**src/hdl/rgld_pkg.sv**
```systemverilog
// ----------------------------------------------------------------------------
// rgld_pkg
// Shared types, codes and reset constants of the RSSI gate lap detector.
// ----------------------------------------------------------------------------
package rgld_pkg;

  localparam int unsigned HISTORY_DEPTH = 16;

  localparam int unsigned CMD_W   = 2;
  localparam int unsigned TIME_W  = 32;
  localparam int unsigned RSSI_W  = 8;
  localparam int unsigned IDX_W   = 4;
  localparam int unsigned CFG_IW  = 3;
  localparam int unsigned CFG_DW  = 32;
  localparam int unsigned ALPHA_W = 4;
  localparam int unsigned LOWRUN_W = 4;
  localparam int unsigned DOMRUN_W = 2;
  localparam int unsigned MAXPK_W = 16;
  localparam int unsigned SUM_W   = 12;

  localparam logic [ALPHA_W-1:0]  ALPHA_FULL   = 4'd10;
  localparam logic [LOWRUN_W-1:0] LOW_RUN_MAX  = 4'd15;
  localparam logic [DOMRUN_W-1:0] DOM_RUN_MAX  = 2'd3;
  localparam logic [DOMRUN_W-1:0] DOM_CONFIRM  = 2'd2;

  // floor(x / 10) == (x * 3277) >> 15 for every sum up to 255 * 10
  localparam logic [SUM_W-1:0]    DIV10_MUL    = 12'd3277;
  localparam int unsigned         DIV10_SHIFT  = 15;

  localparam logic [RSSI_W-1:0]   RST_ENTER    = 8'd120;
  localparam logic [RSSI_W-1:0]   RST_EXIT     = 8'd80;
  localparam logic [TIME_W-1:0]   RST_MIN_LAP  = 32'd0;
  localparam logic [ALPHA_W-1:0]  RST_ALPHA    = 4'd4;
  localparam logic [MAXPK_W-1:0]  RST_MAX_PEAK = 16'd500;
  localparam logic [RSSI_W-1:0]   RST_SAT      = 8'd25;
  localparam logic [LOWRUN_W-1:0] RST_CONFIRM  = 4'd2;

  typedef enum logic [CMD_W-1:0] {
    CmdSample = 2'd0,
    CmdStart  = 2'd1,
    CmdStop   = 2'd2,
    CmdRead   = 2'd3
  } cmd_e;

  typedef enum logic [CFG_IW-1:0] {
    CfgEnter   = 3'd0,
    CfgExit    = 3'd1,
    CfgMinLap  = 3'd2,
    CfgAlpha   = 3'd3,
    CfgMaxPeak = 3'd4,
    CfgSat     = 3'd5,
    CfgConfirm = 3'd6
  } cfg_idx_e;

  typedef struct packed {
    logic [RSSI_W-1:0]   enter_level;
    logic [RSSI_W-1:0]   exit_level;
    logic [TIME_W-1:0]   min_lap_ms;
    logic [ALPHA_W-1:0]  alpha_tenths;
    logic [MAXPK_W-1:0]  max_peak_ms;
    logic [RSSI_W-1:0]   saturation_margin;
    logic [LOWRUN_W-1:0] exit_confirm_needed;
  } cfg_t;

  typedef struct packed {
    logic [RSSI_W-1:0] smoothed_rssi;
    logic              lap_done;
    logic [TIME_W-1:0] lap_time;
    logic [IDX_W-1:0]  lap_slot;
    logic [IDX_W-1:0]  laps_recorded;
    logic              is_read;
  } res_t;

  // Divide a weighted sum by ten with a reciprocal multiply.
  function automatic logic [RSSI_W-1:0] div10(input logic [SUM_W-1:0] x);
    logic [2*SUM_W-1:0] prod;
    prod = {{SUM_W{1'b0}}, x} * {{SUM_W{1'b0}}, DIV10_MUL};
    return prod[DIV10_SHIFT +: RSSI_W];
  endfunction

endpackage

```
**src/hdl/rgld_if.sv**
```systemverilog
// ----------------------------------------------------------------------------
// rgld_if
// Request and result channels of the lap detector, valid/ready handshake.
// ----------------------------------------------------------------------------
interface rgld_req_if;
  logic                      valid;
  logic                      ready;
  logic [rgld_pkg::CMD_W-1:0]  command;
  logic [rgld_pkg::TIME_W-1:0] time_ms;
  logic [rgld_pkg::RSSI_W-1:0] rssi;
  logic                      dominant;
  logic [rgld_pkg::IDX_W-1:0]  lap_index;

  modport source (output valid, command, time_ms, rssi, dominant, lap_index, input ready);
  modport sink   (input valid, command, time_ms, rssi, dominant, lap_index, output ready);
endinterface

interface rgld_rsp_if;
  logic                      valid;
  logic                      ready;
  logic [rgld_pkg::RSSI_W-1:0] smoothed_rssi;
  logic                      lap_done;
  logic [rgld_pkg::TIME_W-1:0] lap_time;
  logic [rgld_pkg::IDX_W-1:0]  lap_slot;
  logic [rgld_pkg::IDX_W-1:0]  laps_recorded;

  modport source (output valid, smoothed_rssi, lap_done, lap_time, lap_slot, laps_recorded,
                  input ready);
  modport sink   (input valid, smoothed_rssi, lap_done, lap_time, lap_slot, laps_recorded,
                  output ready);
endinterface

```
**src/hdl/rgld_history.sv**
```systemverilog
// ----------------------------------------------------------------------------
// rgld_history
// Lap time ring: synchronous memory with per-entry valid bits.
// ----------------------------------------------------------------------------
module rgld_history #(
  parameter int unsigned HistoryDepth = rgld_pkg::HISTORY_DEPTH,
  localparam int unsigned PtrW = (HistoryDepth > 1) ? $clog2(HistoryDepth) : 1
) (
  input  logic                        clk_i,
  input  logic                        rst_ni,
  input  logic                        clr_i,
  input  logic                        wr_i,
  input  logic [PtrW-1:0]             wr_idx_i,
  input  logic [rgld_pkg::TIME_W-1:0] wr_data_i,
  input  logic                        rd_i,
  input  logic [rgld_pkg::IDX_W-1:0]  rd_idx_i,
  output logic [rgld_pkg::TIME_W-1:0] rd_data_o
);

  logic [rgld_pkg::TIME_W-1:0] mem [HistoryDepth];
  logic [HistoryDepth-1:0]     valid_q;
  logic [rgld_pkg::TIME_W-1:0] rd_data_q;
  logic                        rd_hit_q;
  logic [PtrW-1:0]             rd_addr;
  logic                        in_range;

  assign in_range = ({{(32-rgld_pkg::IDX_W){1'b0}}, rd_idx_i} < 32'(HistoryDepth));
  assign rd_addr  = PtrW'(rd_idx_i);

  always_ff @(posedge clk_i) begin
    if (wr_i) begin
      mem[wr_idx_i] <= wr_data_i;
    end
    if (rd_i) begin
      rd_data_q <= mem[rd_addr];
    end
  end

  always_ff @(posedge clk_i or negedge rst_ni) begin
    if (!rst_ni) begin
      valid_q  <= '0;
      rd_hit_q <= 1'b0;
    end else begin
      if (clr_i) begin
        valid_q <= '0;
      end else if (wr_i) begin
        valid_q[wr_idx_i] <= 1'b1;
      end
      if (rd_i) begin
        rd_hit_q <= in_range && valid_q[rd_addr];
      end
    end
  end

  // unwritten or out-of-range slots read as zero
  assign rd_data_o = rd_hit_q ? rd_data_q : '0;

endmodule

```
**src/hdl/rgld_core.sv**
```systemverilog
// ----------------------------------------------------------------------------
// rgld_core
// Average, peak capture and lap decision; one request per cycle while acc_i is high.
// ----------------------------------------------------------------------------
module rgld_core #(
  parameter int unsigned HistoryDepth = rgld_pkg::HISTORY_DEPTH,
  localparam int unsigned PtrW = (HistoryDepth > 1) ? $clog2(HistoryDepth) : 1
) (
  input  logic                        clk_i,
  input  logic                        rst_ni,
  input  logic                        acc_i,
  input  logic [rgld_pkg::CMD_W-1:0]  command_i,
  input  logic [rgld_pkg::TIME_W-1:0] time_ms_i,
  input  logic [rgld_pkg::RSSI_W-1:0] rssi_i,
  input  logic                        dominant_i,
  input  rgld_pkg::cfg_t              cfg_i,
  output rgld_pkg::res_t              res_o,
  output logic                        clr_o,
  output logic                        wr_o,
  output logic [PtrW-1:0]             wr_idx_o,
  output logic                        rd_o
);

  localparam logic [PtrW-1:0] LastPos = PtrW'(HistoryDepth - 1);

  logic [rgld_pkg::RSSI_W-1:0]   avg_q, avg_d, pk_q, pk_d;
  logic                          run_q, run_d, wrap_q, wrap_d, pc_q, pc_d;
  logic [PtrW-1:0]               wpos_q, wpos_d;
  logic [rgld_pkg::TIME_W-1:0]   ps_q, ps_d, es_q, es_d, rb_q, rb_d, lb_q, lb_d;
  logic [rgld_pkg::LOWRUN_W-1:0] lr_q, lr_d;
  logic [rgld_pkg::DOMRUN_W-1:0] dr_q, dr_d;
  logic [rgld_pkg::ALPHA_W-1:0]  alpha;
  logic [rgld_pkg::SUM_W-1:0]    wsum;
  logic [rgld_pkg::TIME_W-1:0]   es1, ltime;
  logic [rgld_pkg::RSSI_W:0]     sat_lvl;
  logic                          first, go, pass, done, clr;
  rgld_pkg::cmd_e                cmd;

  assign cmd     = rgld_pkg::cmd_e'(command_i);
  assign alpha   = (cfg_i.alpha_tenths > rgld_pkg::ALPHA_FULL) ? rgld_pkg::ALPHA_FULL
                                                               : cfg_i.alpha_tenths;
  assign wsum    = ({4'd0, rssi_i} * {8'd0, alpha})
                 + ({4'd0, avg_q} * {8'd0, (rgld_pkg::ALPHA_FULL - alpha)});
  assign sat_lvl = {1'b0, cfg_i.enter_level} + {1'b0, cfg_i.saturation_margin};
  assign first   = (wpos_q == '0) && !wrap_q;
  assign go      = first || ((time_ms_i - lb_q) > cfg_i.min_lap_ms);

  always_comb begin
    avg_d  = avg_q;
    run_d  = run_q;
    wpos_d = wpos_q;
    wrap_d = wrap_q;
    pk_d   = pk_q;
    ps_d   = ps_q;
    es_d   = es_q;
    lr_d   = lr_q;
    dr_d   = dr_q;
    pc_d   = pc_q;
    rb_d   = rb_q;
    lb_d   = lb_q;
    es1    = es_q;
    pass   = 1'b0;
    done   = 1'b0;
    clr    = 1'b0;
    ltime  = '0;
    case (cmd)
      rgld_pkg::CmdSample: begin
        avg_d = rgld_pkg::div10(wsum);
        if (run_q) begin
          if (go) begin
            if (dominant_i && avg_d >= cfg_i.enter_level) begin
              es1 = (es_q == '0) ? time_ms_i : es_q;
              if ((time_ms_i - es1) > {16'd0, cfg_i.max_peak_ms}) begin
                // held too long: treat as ambient, restart the entry window
                pk_d = '0;
                ps_d = '0;
                dr_d = '0;
                pc_d = 1'b0;
                es_d = time_ms_i;
              end else begin
                es_d = es1;
                if (avg_d > pk_q) begin
                  pk_d = avg_d;
                  ps_d = time_ms_i;
                end
                if (dr_q < rgld_pkg::DOM_RUN_MAX) begin
                  dr_d = dr_q + 1'b1;
                end
                if (dr_d >= rgld_pkg::DOM_CONFIRM) begin
                  pc_d = 1'b1;
                end
              end
            end else if (!dominant_i && pk_q != '0 && !pc_q &&
                         {1'b0, rssi_i} >= sat_lvl && avg_d >= cfg_i.enter_level) begin
              // saturated front end: drop the unconfirmed peak
              pk_d = '0;
              ps_d = '0;
              dr_d = '0;
              es_d = '0;
            end else if (avg_d < cfg_i.enter_level) begin
              dr_d = '0;
              es_d = '0;
            end
          end
          if (pk_d <= cfg_i.exit_level) begin
            lr_d = '0;
          end else if (avg_d < pk_d && avg_d < cfg_i.exit_level) begin
            if (lr_q < rgld_pkg::LOW_RUN_MAX) begin
              lr_d = lr_q + 1'b1;
            end
            pass = (lr_d >= cfg_i.exit_confirm_needed);
          end else begin
            lr_d = '0;
          end
          if (pass) begin
            done   = 1'b1;
            ltime  = ps_d - (first ? rb_q : lb_q);
            wpos_d = (wpos_q == LastPos) ? '0 : wpos_q + 1'b1;
            if (wpos_q == LastPos) begin
              wrap_d = 1'b1;
            end
            lb_d = ps_d;
            pk_d = '0;
            ps_d = '0;
            es_d = '0;
            lr_d = '0;
            dr_d = '0;
            pc_d = 1'b0;
          end
        end
      end
      rgld_pkg::CmdStart, rgld_pkg::CmdStop: begin
        clr    = 1'b1;
        run_d  = (cmd == rgld_pkg::CmdStart);
        if (cmd == rgld_pkg::CmdStart) begin
          rb_d = time_ms_i;
          lb_d = time_ms_i;
        end
        wpos_d = '0;
        wrap_d = 1'b0;
        pk_d   = '0;
        ps_d   = '0;
        es_d   = '0;
        lr_d   = '0;
        dr_d   = '0;
        pc_d   = 1'b0;
      end
      default: begin
      end
    endcase
  end

  always_ff @(posedge clk_i or negedge rst_ni) begin
    if (!rst_ni) begin
      avg_q  <= '0;
      run_q  <= 1'b0;
      wpos_q <= '0;
      wrap_q <= 1'b0;
      pk_q   <= '0;
      ps_q   <= '0;
      es_q   <= '0;
      lr_q   <= '0;
      dr_q   <= '0;
      pc_q   <= 1'b0;
      rb_q   <= '0;
      lb_q   <= '0;
    end else if (acc_i) begin
      avg_q  <= avg_d;
      run_q  <= run_d;
      wpos_q <= wpos_d;
      wrap_q <= wrap_d;
      pk_q   <= pk_d;
      ps_q   <= ps_d;
      es_q   <= es_d;
      lr_q   <= lr_d;
      dr_q   <= dr_d;
      pc_q   <= pc_d;
      rb_q   <= rb_d;
      lb_q   <= lb_d;
    end
  end

  assign clr_o    = acc_i && clr;
  assign wr_o     = acc_i && done;
  assign wr_idx_o = wpos_q;
  assign rd_o     = acc_i && (cmd == rgld_pkg::CmdRead);

  assign res_o.smoothed_rssi = avg_d;
  assign res_o.lap_done      = done;
  assign res_o.lap_time      = ltime;
  assign res_o.lap_slot      = done ? rgld_pkg::IDX_W'(wpos_q) : '0;
  assign res_o.laps_recorded = rgld_pkg::IDX_W'(wpos_d);
  assign res_o.is_read       = (cmd == rgld_pkg::CmdRead);

endmodule

```
**src/hdl/rssi_gate_lap_detector.sv**
```systemverilog
// ----------------------------------------------------------------------------
// rssi_gate_lap_detector
// Gate crossing detector with lap time history, top level.
// ----------------------------------------------------------------------------
// Takes one request per cycle and returns one result per request, in the cycle
// after acceptance, from an output register; a new request is taken while that
// result waits as long as the result is taken in the same cycle. The lap ring
// is a synchronous memory whose registered read feeds read-command results;
// start and stop clear it at once through per-entry valid bits.
module rssi_gate_lap_detector #(
  parameter int unsigned HistoryDepth = rgld_pkg::HISTORY_DEPTH
) (
  input  logic                         clk_i,
  input  logic                         rst_ni,
  input  logic                         cfg_we_i,
  input  logic [rgld_pkg::CFG_IW-1:0]  cfg_idx_i,
  input  logic [rgld_pkg::CFG_DW-1:0]  cfg_wdata_i,
  rgld_req_if.sink                     req_i,
  rgld_rsp_if.source                   rsp_o
);

  localparam int unsigned PtrW = (HistoryDepth > 1) ? $clog2(HistoryDepth) : 1;

  rgld_pkg::cfg_t cfg_q;
  rgld_pkg::res_t res, res_q;
  logic           out_valid_q, acc, clr, wr, rd;
  logic [PtrW-1:0]             wr_idx;
  logic [rgld_pkg::TIME_W-1:0] rd_data;

  assign req_i.ready = !out_valid_q || rsp_o.ready;
  assign acc         = req_i.valid && req_i.ready;

  always_ff @(posedge clk_i or negedge rst_ni) begin
    if (!rst_ni) begin
      cfg_q.enter_level         <= rgld_pkg::RST_ENTER;
      cfg_q.exit_level          <= rgld_pkg::RST_EXIT;
      cfg_q.min_lap_ms          <= rgld_pkg::RST_MIN_LAP;
      cfg_q.alpha_tenths        <= rgld_pkg::RST_ALPHA;
      cfg_q.max_peak_ms         <= rgld_pkg::RST_MAX_PEAK;
      cfg_q.saturation_margin   <= rgld_pkg::RST_SAT;
      cfg_q.exit_confirm_needed <= rgld_pkg::RST_CONFIRM;
    end else if (cfg_we_i) begin
      case (rgld_pkg::cfg_idx_e'(cfg_idx_i))
        rgld_pkg::CfgEnter:   cfg_q.enter_level         <= cfg_wdata_i[7:0];
        rgld_pkg::CfgExit:    cfg_q.exit_level          <= cfg_wdata_i[7:0];
        rgld_pkg::CfgMinLap:  cfg_q.min_lap_ms          <= cfg_wdata_i;
        rgld_pkg::CfgAlpha:   cfg_q.alpha_tenths        <= cfg_wdata_i[3:0];
        rgld_pkg::CfgMaxPeak: cfg_q.max_peak_ms         <= cfg_wdata_i[15:0];
        rgld_pkg::CfgSat:     cfg_q.saturation_margin   <= cfg_wdata_i[7:0];
        rgld_pkg::CfgConfirm: cfg_q.exit_confirm_needed <= cfg_wdata_i[3:0];
        default: begin
        end
      endcase
    end
  end

  rgld_core #(.HistoryDepth(HistoryDepth)) u_core (
    .clk_i      (clk_i),
    .rst_ni     (rst_ni),
    .acc_i      (acc),
    .command_i  (req_i.command),
    .time_ms_i  (req_i.time_ms),
    .rssi_i     (req_i.rssi),
    .dominant_i (req_i.dominant),
    .cfg_i      (cfg_q),
    .res_o      (res),
    .clr_o      (clr),
    .wr_o       (wr),
    .wr_idx_o   (wr_idx),
    .rd_o       (rd)
  );

  rgld_history #(.HistoryDepth(HistoryDepth)) u_history (
    .clk_i     (clk_i),
    .rst_ni    (rst_ni),
    .clr_i     (clr),
    .wr_i      (wr),
    .wr_idx_i  (wr_idx),
    .wr_data_i (res.lap_time),
    .rd_i      (rd),
    .rd_idx_i  (req_i.lap_index),
    .rd_data_o (rd_data)
  );

  always_ff @(posedge clk_i or negedge rst_ni) begin
    if (!rst_ni) begin
      out_valid_q <= 1'b0;
    end else if (req_i.ready) begin
      out_valid_q <= req_i.valid;
    end
  end

  always_ff @(posedge clk_i) begin
    if (acc) begin
      res_q <= res;
    end
  end

  assign rsp_o.valid         = out_valid_q;
  assign rsp_o.smoothed_rssi = res_q.smoothed_rssi;
  assign rsp_o.lap_done      = res_q.lap_done;
  assign rsp_o.lap_time      = res_q.is_read ? rd_data : res_q.lap_time;
  assign rsp_o.lap_slot      = res_q.lap_slot;
  assign rsp_o.laps_recorded = res_q.laps_recorded;

  a_result_follows: assert property (@(posedge clk_i) disable iff (!rst_ni)
    acc |=> rsp_o.valid)
    else $error("accepted request produced no result");

  a_no_write_on_clear: assert property (@(posedge clk_i) disable iff (!rst_ni)
    !(wr && clr))
    else $error("history write and clear in one cycle");

  a_write_needs_request: assert property (@(posedge clk_i) disable iff (!rst_ni)
    (wr || clr || rd) |-> acc)
    else $error("history access without an accepted request");

endmodule
```
**src/flat_wrapper.sv**
```systemverilog
// flat-port wrapper written by rule: the top's interface ports become plain ports
module rssi_gate_lap_detector_flat 
#(
  parameter int unsigned HistoryDepth = rgld_pkg::HISTORY_DEPTH
)
  (clk_i, rst_ni, cfg_we_i, cfg_idx_i, cfg_wdata_i, req_i_valid, req_i_command, req_i_time_ms, req_i_rssi, req_i_dominant, req_i_lap_index, req_i_ready, rsp_o_valid, rsp_o_smoothed_rssi, rsp_o_lap_done, rsp_o_lap_time, rsp_o_lap_slot, rsp_o_laps_recorded, rsp_o_ready);
  rgld_req_if req_i_i ();
  rgld_rsp_if rsp_o_i ();
  input  logic clk_i;
  input  logic rst_ni;
  input  logic cfg_we_i;
  input  logic [rgld_pkg::CFG_IW-1:0] cfg_idx_i;
  input  logic [rgld_pkg::CFG_DW-1:0] cfg_wdata_i;
  input wire logic [$bits(req_i_i.valid)-1:0] req_i_valid;
  input wire logic [$bits(req_i_i.command)-1:0] req_i_command;
  input wire logic [$bits(req_i_i.time_ms)-1:0] req_i_time_ms;
  input wire logic [$bits(req_i_i.rssi)-1:0] req_i_rssi;
  input wire logic [$bits(req_i_i.dominant)-1:0] req_i_dominant;
  input wire logic [$bits(req_i_i.lap_index)-1:0] req_i_lap_index;
  output wire logic [$bits(req_i_i.ready)-1:0] req_i_ready;
  output wire logic [$bits(rsp_o_i.valid)-1:0] rsp_o_valid;
  output wire logic [$bits(rsp_o_i.smoothed_rssi)-1:0] rsp_o_smoothed_rssi;
  output wire logic [$bits(rsp_o_i.lap_done)-1:0] rsp_o_lap_done;
  output wire logic [$bits(rsp_o_i.lap_time)-1:0] rsp_o_lap_time;
  output wire logic [$bits(rsp_o_i.lap_slot)-1:0] rsp_o_lap_slot;
  output wire logic [$bits(rsp_o_i.laps_recorded)-1:0] rsp_o_laps_recorded;
  input wire logic [$bits(rsp_o_i.ready)-1:0] rsp_o_ready;
  assign req_i_i.valid = req_i_valid;
  assign req_i_i.command = req_i_command;
  assign req_i_i.time_ms = req_i_time_ms;
  assign req_i_i.rssi = req_i_rssi;
  assign req_i_i.dominant = req_i_dominant;
  assign req_i_i.lap_index = req_i_lap_index;
  assign req_i_ready = req_i_i.ready;
  assign rsp_o_valid = rsp_o_i.valid;
  assign rsp_o_smoothed_rssi = rsp_o_i.smoothed_rssi;
  assign rsp_o_lap_done = rsp_o_i.lap_done;
  assign rsp_o_lap_time = rsp_o_i.lap_time;
  assign rsp_o_lap_slot = rsp_o_i.lap_slot;
  assign rsp_o_laps_recorded = rsp_o_i.laps_recorded;
  assign rsp_o_i.ready = rsp_o_ready;
  rssi_gate_lap_detector #(.HistoryDepth(HistoryDepth)) u_core (.clk_i(clk_i), .rst_ni(rst_ni), .cfg_we_i(cfg_we_i), .cfg_idx_i(cfg_idx_i), .cfg_wdata_i(cfg_wdata_i), .req_i(req_i_i), .rsp_o(rsp_o_i));
endmodule
```
**config.mk**
```make
export PLATFORM = sky130hd
export DESIGN_NAME = rssi_gate_lap_detector_flat
export DESIGN_NICKNAME = d
export VERILOG_FILES = /design/src/hdl/rgld_pkg.sv /design/src/hdl/rgld_if.sv /design/src/hdl/rgld_history.sv /design/src/hdl/rgld_core.sv /design/src/hdl/rssi_gate_lap_detector.sv /design/src/flat_wrapper.sv
export SDC_FILE = /design/constraint.sdc
export NUM_CORES = 2
export LEC_CHECK = 0
export BUFFER_PORTS_ARGS = -buffer_cell sky130_fd_sc_hd__buf_2
export CAP_MARGIN = 0
export CELL_PAD_IN_SITES_DETAIL_PLACEMENT = 0
export CELL_PAD_IN_SITES_GLOBAL_PLACEMENT = 1
export CORE_UTILIZATION = 30
export DETAILED_ROUTE_END_ITERATION = 7
export PLACE_DENSITY = 0.48
export SKIP_CTS_REPAIR_TIMING = 1
export SYNTH_ARGS = -nofsm -noshare
export SYNTH_HDL_FRONTEND = slang
export SYNTH_SLANG_ARGS = --single-unit
```
**constraint.sdc**
```tcl
create_clock -name clk_i -period 42.1 [get_ports clk_i]
set_input_delay 4.21 -clock clk_i [delete_from_list [all_inputs] [get_ports clk_i]]
set_output_delay 4.21 -clock clk_i [all_outputs]
set_load 0.005 [all_outputs]
```
==> flow_summary.ini <==
[cells_and_area]
fin_cells = 5796
syn_to_final_growth_pct = 13.7
fillers = 15000
final_nets = 4165
multi_input_area_sq_mm = 0.0199
final_core_util_pct = 34.4
layout-drive-gt1-share_pct = 17.4
regArea_sq_mm = 0.0242

[global_routing]
grt_pass1_wl_mm = 199
grt_usage_pct = 17.0
overflow = 0
antenna_found_initial = 5
grt_max_degree = 78
grt_pass1_vias = 29700

[drt]
drt_iter0_drc = 1646
vias = 28500
drt-pass1-iter-count = 5
wl_per_cell_microns = 22.8
route.antenna.remaining_nets = 0
drc_errors = 0
viasPerCell = 4.91
wl_mm = 132

[floorplan]
die_x_microns = 394
initial_core_util_pct = 30.3
pin_count = 138
core_area_sq_mm = 0.152
rows = 143
die-area_sq_mm = 0.155
die_y_microns = 394

[yosys]
synth_compound_area_share_pct = 10.8
synth_xor_area_share_pct = 1.77
synth-edff-count = 594
yosysUniqueCellTypes = 89
syn_nets = 4034
yosysWarningCount = 0
synthArstFlopShare_pct = 30.0
synth.mux.area_fraction_pct = 10.6
synth_top_family_by_area = adder cells
yosys.area_share.adder_pct = 12.1
syn_area_sq_mm = 0.0460
synth_area_per_cell_sq_um = 13.0
synth-seq-cells = 849
yosys.area_share.simple_pct = 7.68
synth_flop_cell = edfxtp_1
synth_cells = 3552
seq_area_frac_synth_pct = 52.6

[placed_design]
hpwlAfterDp_mm = 88.6
dp.cells = 5611
port_buffers = 137
post-place-ws_ps = 22190
gp_congestion = 0.775

[critical_path]
r2r_cells = 65
worst-path-stages = 61
start_kind = primary input
crit_family = compound AO/OA/AOI/OAI gates
path_buf_inv = 8
cp_max_fo = 40
slowest_stage = nor3b_2
setup.worst_path.end_class = flip-flop
critical_path_class = in -> reg
critPathMaxStageDelay_ps = 740
cp_common_cell = a21oi_1
cp.required_ps = 42480
crit_arrival_ps = 19530

[timing]
worst_pin_slew_ps = 1400
setup_viol = 0
slew_violations = 0
hold_viol = 0
finalClockSkew_ps = 47.2
max_slew_margin_pct = 6.62
fin_crit_ps = 19140
tns_ps = 0
worst_slack_ps = 22960
max_clock_freq_mhz = 52.2
min_period_over_period_pct = 45.5
rsz0062_at_grt = false

[cts]
cts_max_level = 3
cts_root_buf = clkbuf_16
clock_latency_ps = 710
path_clk_slew_ps = 60
cts_tree = yes
clock_sinks = 849
cts_buffers = 100
clk_path_buf_depth = 3

[worst_hold_path]
hold_path_depth = 2
hold_class = reg -> reg

[outcome]
status = complete, no violations

[run]
maxCapViolations = 0
==> tightest hold or removal path, cell delays in order (launching register included) <==
cell	delay, ps
dfrtp_1	330
nand2_1	50
o21ai_0	60
==> synthesized netlist by cell type (12+ instances only) <==
library cell	instances	area, sq um
buf_4	24	180
ha_1	312	3900
a22o_1	99	867
mux4_2	165	3720
nand4_1	24	150
nand2_1	215	807
buf_1	24	90.1
mux2_2	72	811
dfstp_2	17	447
nor4_1	15	93.8
o21bai_1	23	173
clkbuf_1	87	327
a32o_1	13	130
o21ai_0	178	891
xnor2_1	62	543
a21o_1	48	360
a22oi_1	41	308
inv_1	331	1240
nor2_1	150	563
a21oi_1	184	921
nand2b_1	31	194
nor3_1	39	195
xor2_1	31	272
and3_1	40	250
and2_1	41	257
buf_2	12	60.1
nand3_1	39	195
o211ai_1	14	105
fa_1	83	1660
dfrtp_1	238	5960
edfxtp_1	594	17800
nor2b_1	45	282
mux2i_1	36	360
o21a_1	34	255
a211oi_1	16	120
==> cell usage in the layout, fill, tap and decap left out, types with 31 or more instances in the layout <==
master	n
a21o_1	48
a21oi_1	183
a22o_1	99
a22oi_1	41
and2_1	40
buf_2	134
buf_4	51
clkbuf_16	101
dfrtp_1	238
edfxtp_1	594
fa_1	83
ha_1	312
inv_1	330
mux2_2	72
mux2i_1	36
mux4_2	165
nand2_1	214
nand2b_1	31
nand3_1	39
nor2_1	149
nor2b_1	43
nor3_1	34
o21a_1	34
o21ai_0	178
xnor2_1	62
xor2_1	31
==> cells by family (layout without fill, tap and decap cells) <==
kind of cell,after synthesis,after routing
simple gates,709,709
xor+xnor,93,93
flops,849,849
compound gates,743,743
mux,273,273
buf+inv,490,702
other cells,0,2
fa+ha+maj,395,395
==> routing by layer <==
metal | share of wire (%) | track usage [%] | vias to the layer above
met5 | 0.0061 | 0 | -
met4 | 1.5 | 2.99 | 2
met3 | 2.9 | 2.26 | 129
met2 | 46 | 27.1 | 412
met1 | 50 | 25.0 | 14500
li1 | - | - | 13400
==> worst paths after layout <==
kind | start | endpoint | slack [ps]
worst max-delay path | req_i_rssi[1] | u_core.u_history.mem[4][31]$_DFFE_PP_ | 22960
worst min-delay path | u_core.u_core.rb_q[0]$_DFFE_PN0P_ | u_core.u_core.rb_q[0]$_DFFE_PN0P_ | 480
min in group asynchronous | rst_ni | u_core.cfg_q[61]$_DFFE_PN0P_ | 3480
worst min register to register | u_core.u_core.rb_q[0]$_DFFE_PN0P_ | u_core.u_core.rb_q[0]$_DFFE_PN0P_ | 480
max in group asynchronous | rst_ni | u_core.u_core.rb_q[5]$_DFFE_PN0P_ | 36400
worst max register to register | u_core.cfg_q[31]$_DFFE_PN0P_ | u_core.u_history.mem[4][31]$_DFFE_PP_ | 24380
==> state kept, by name (all words and copies together), names as in the netlist, 32 cells and up <==
register and flops:
u_core.u_core.es_q 32, u_core.res_q 33, u_core.cfg_q 80, u_core.u_history.rd_data_q 32, u_core.u_core.ps_q 32, u_core.u_history.mem 512
u_core.u_core.rb_q 32, u_core.u_core.lb_q 32
==> stage by stage <==
step	area [sq um]	hold WS [ps]
after detailed placement	49000	471
after CTS	52400	483
final	52400	479
after global placement	49000	462
after floorplan	46000	444
after global routing	52400	495
==> cell type report <==
type | count | share of cell area, %
sequential | 849 | 46.3
multi-input combinational | 2213 | 38.0
clock buffer | 132 | 5.15
tap | 2030 | 4.85
inverter | 331 | 2.38
timing repair buffer | 188 | 2.09
clock inverter | 51 | 1.24
antenna | 2 | 0.00956
Power is not shown: default switching activity piles up to over one toggle a cycle in this logic, so the estimate is an artifact.
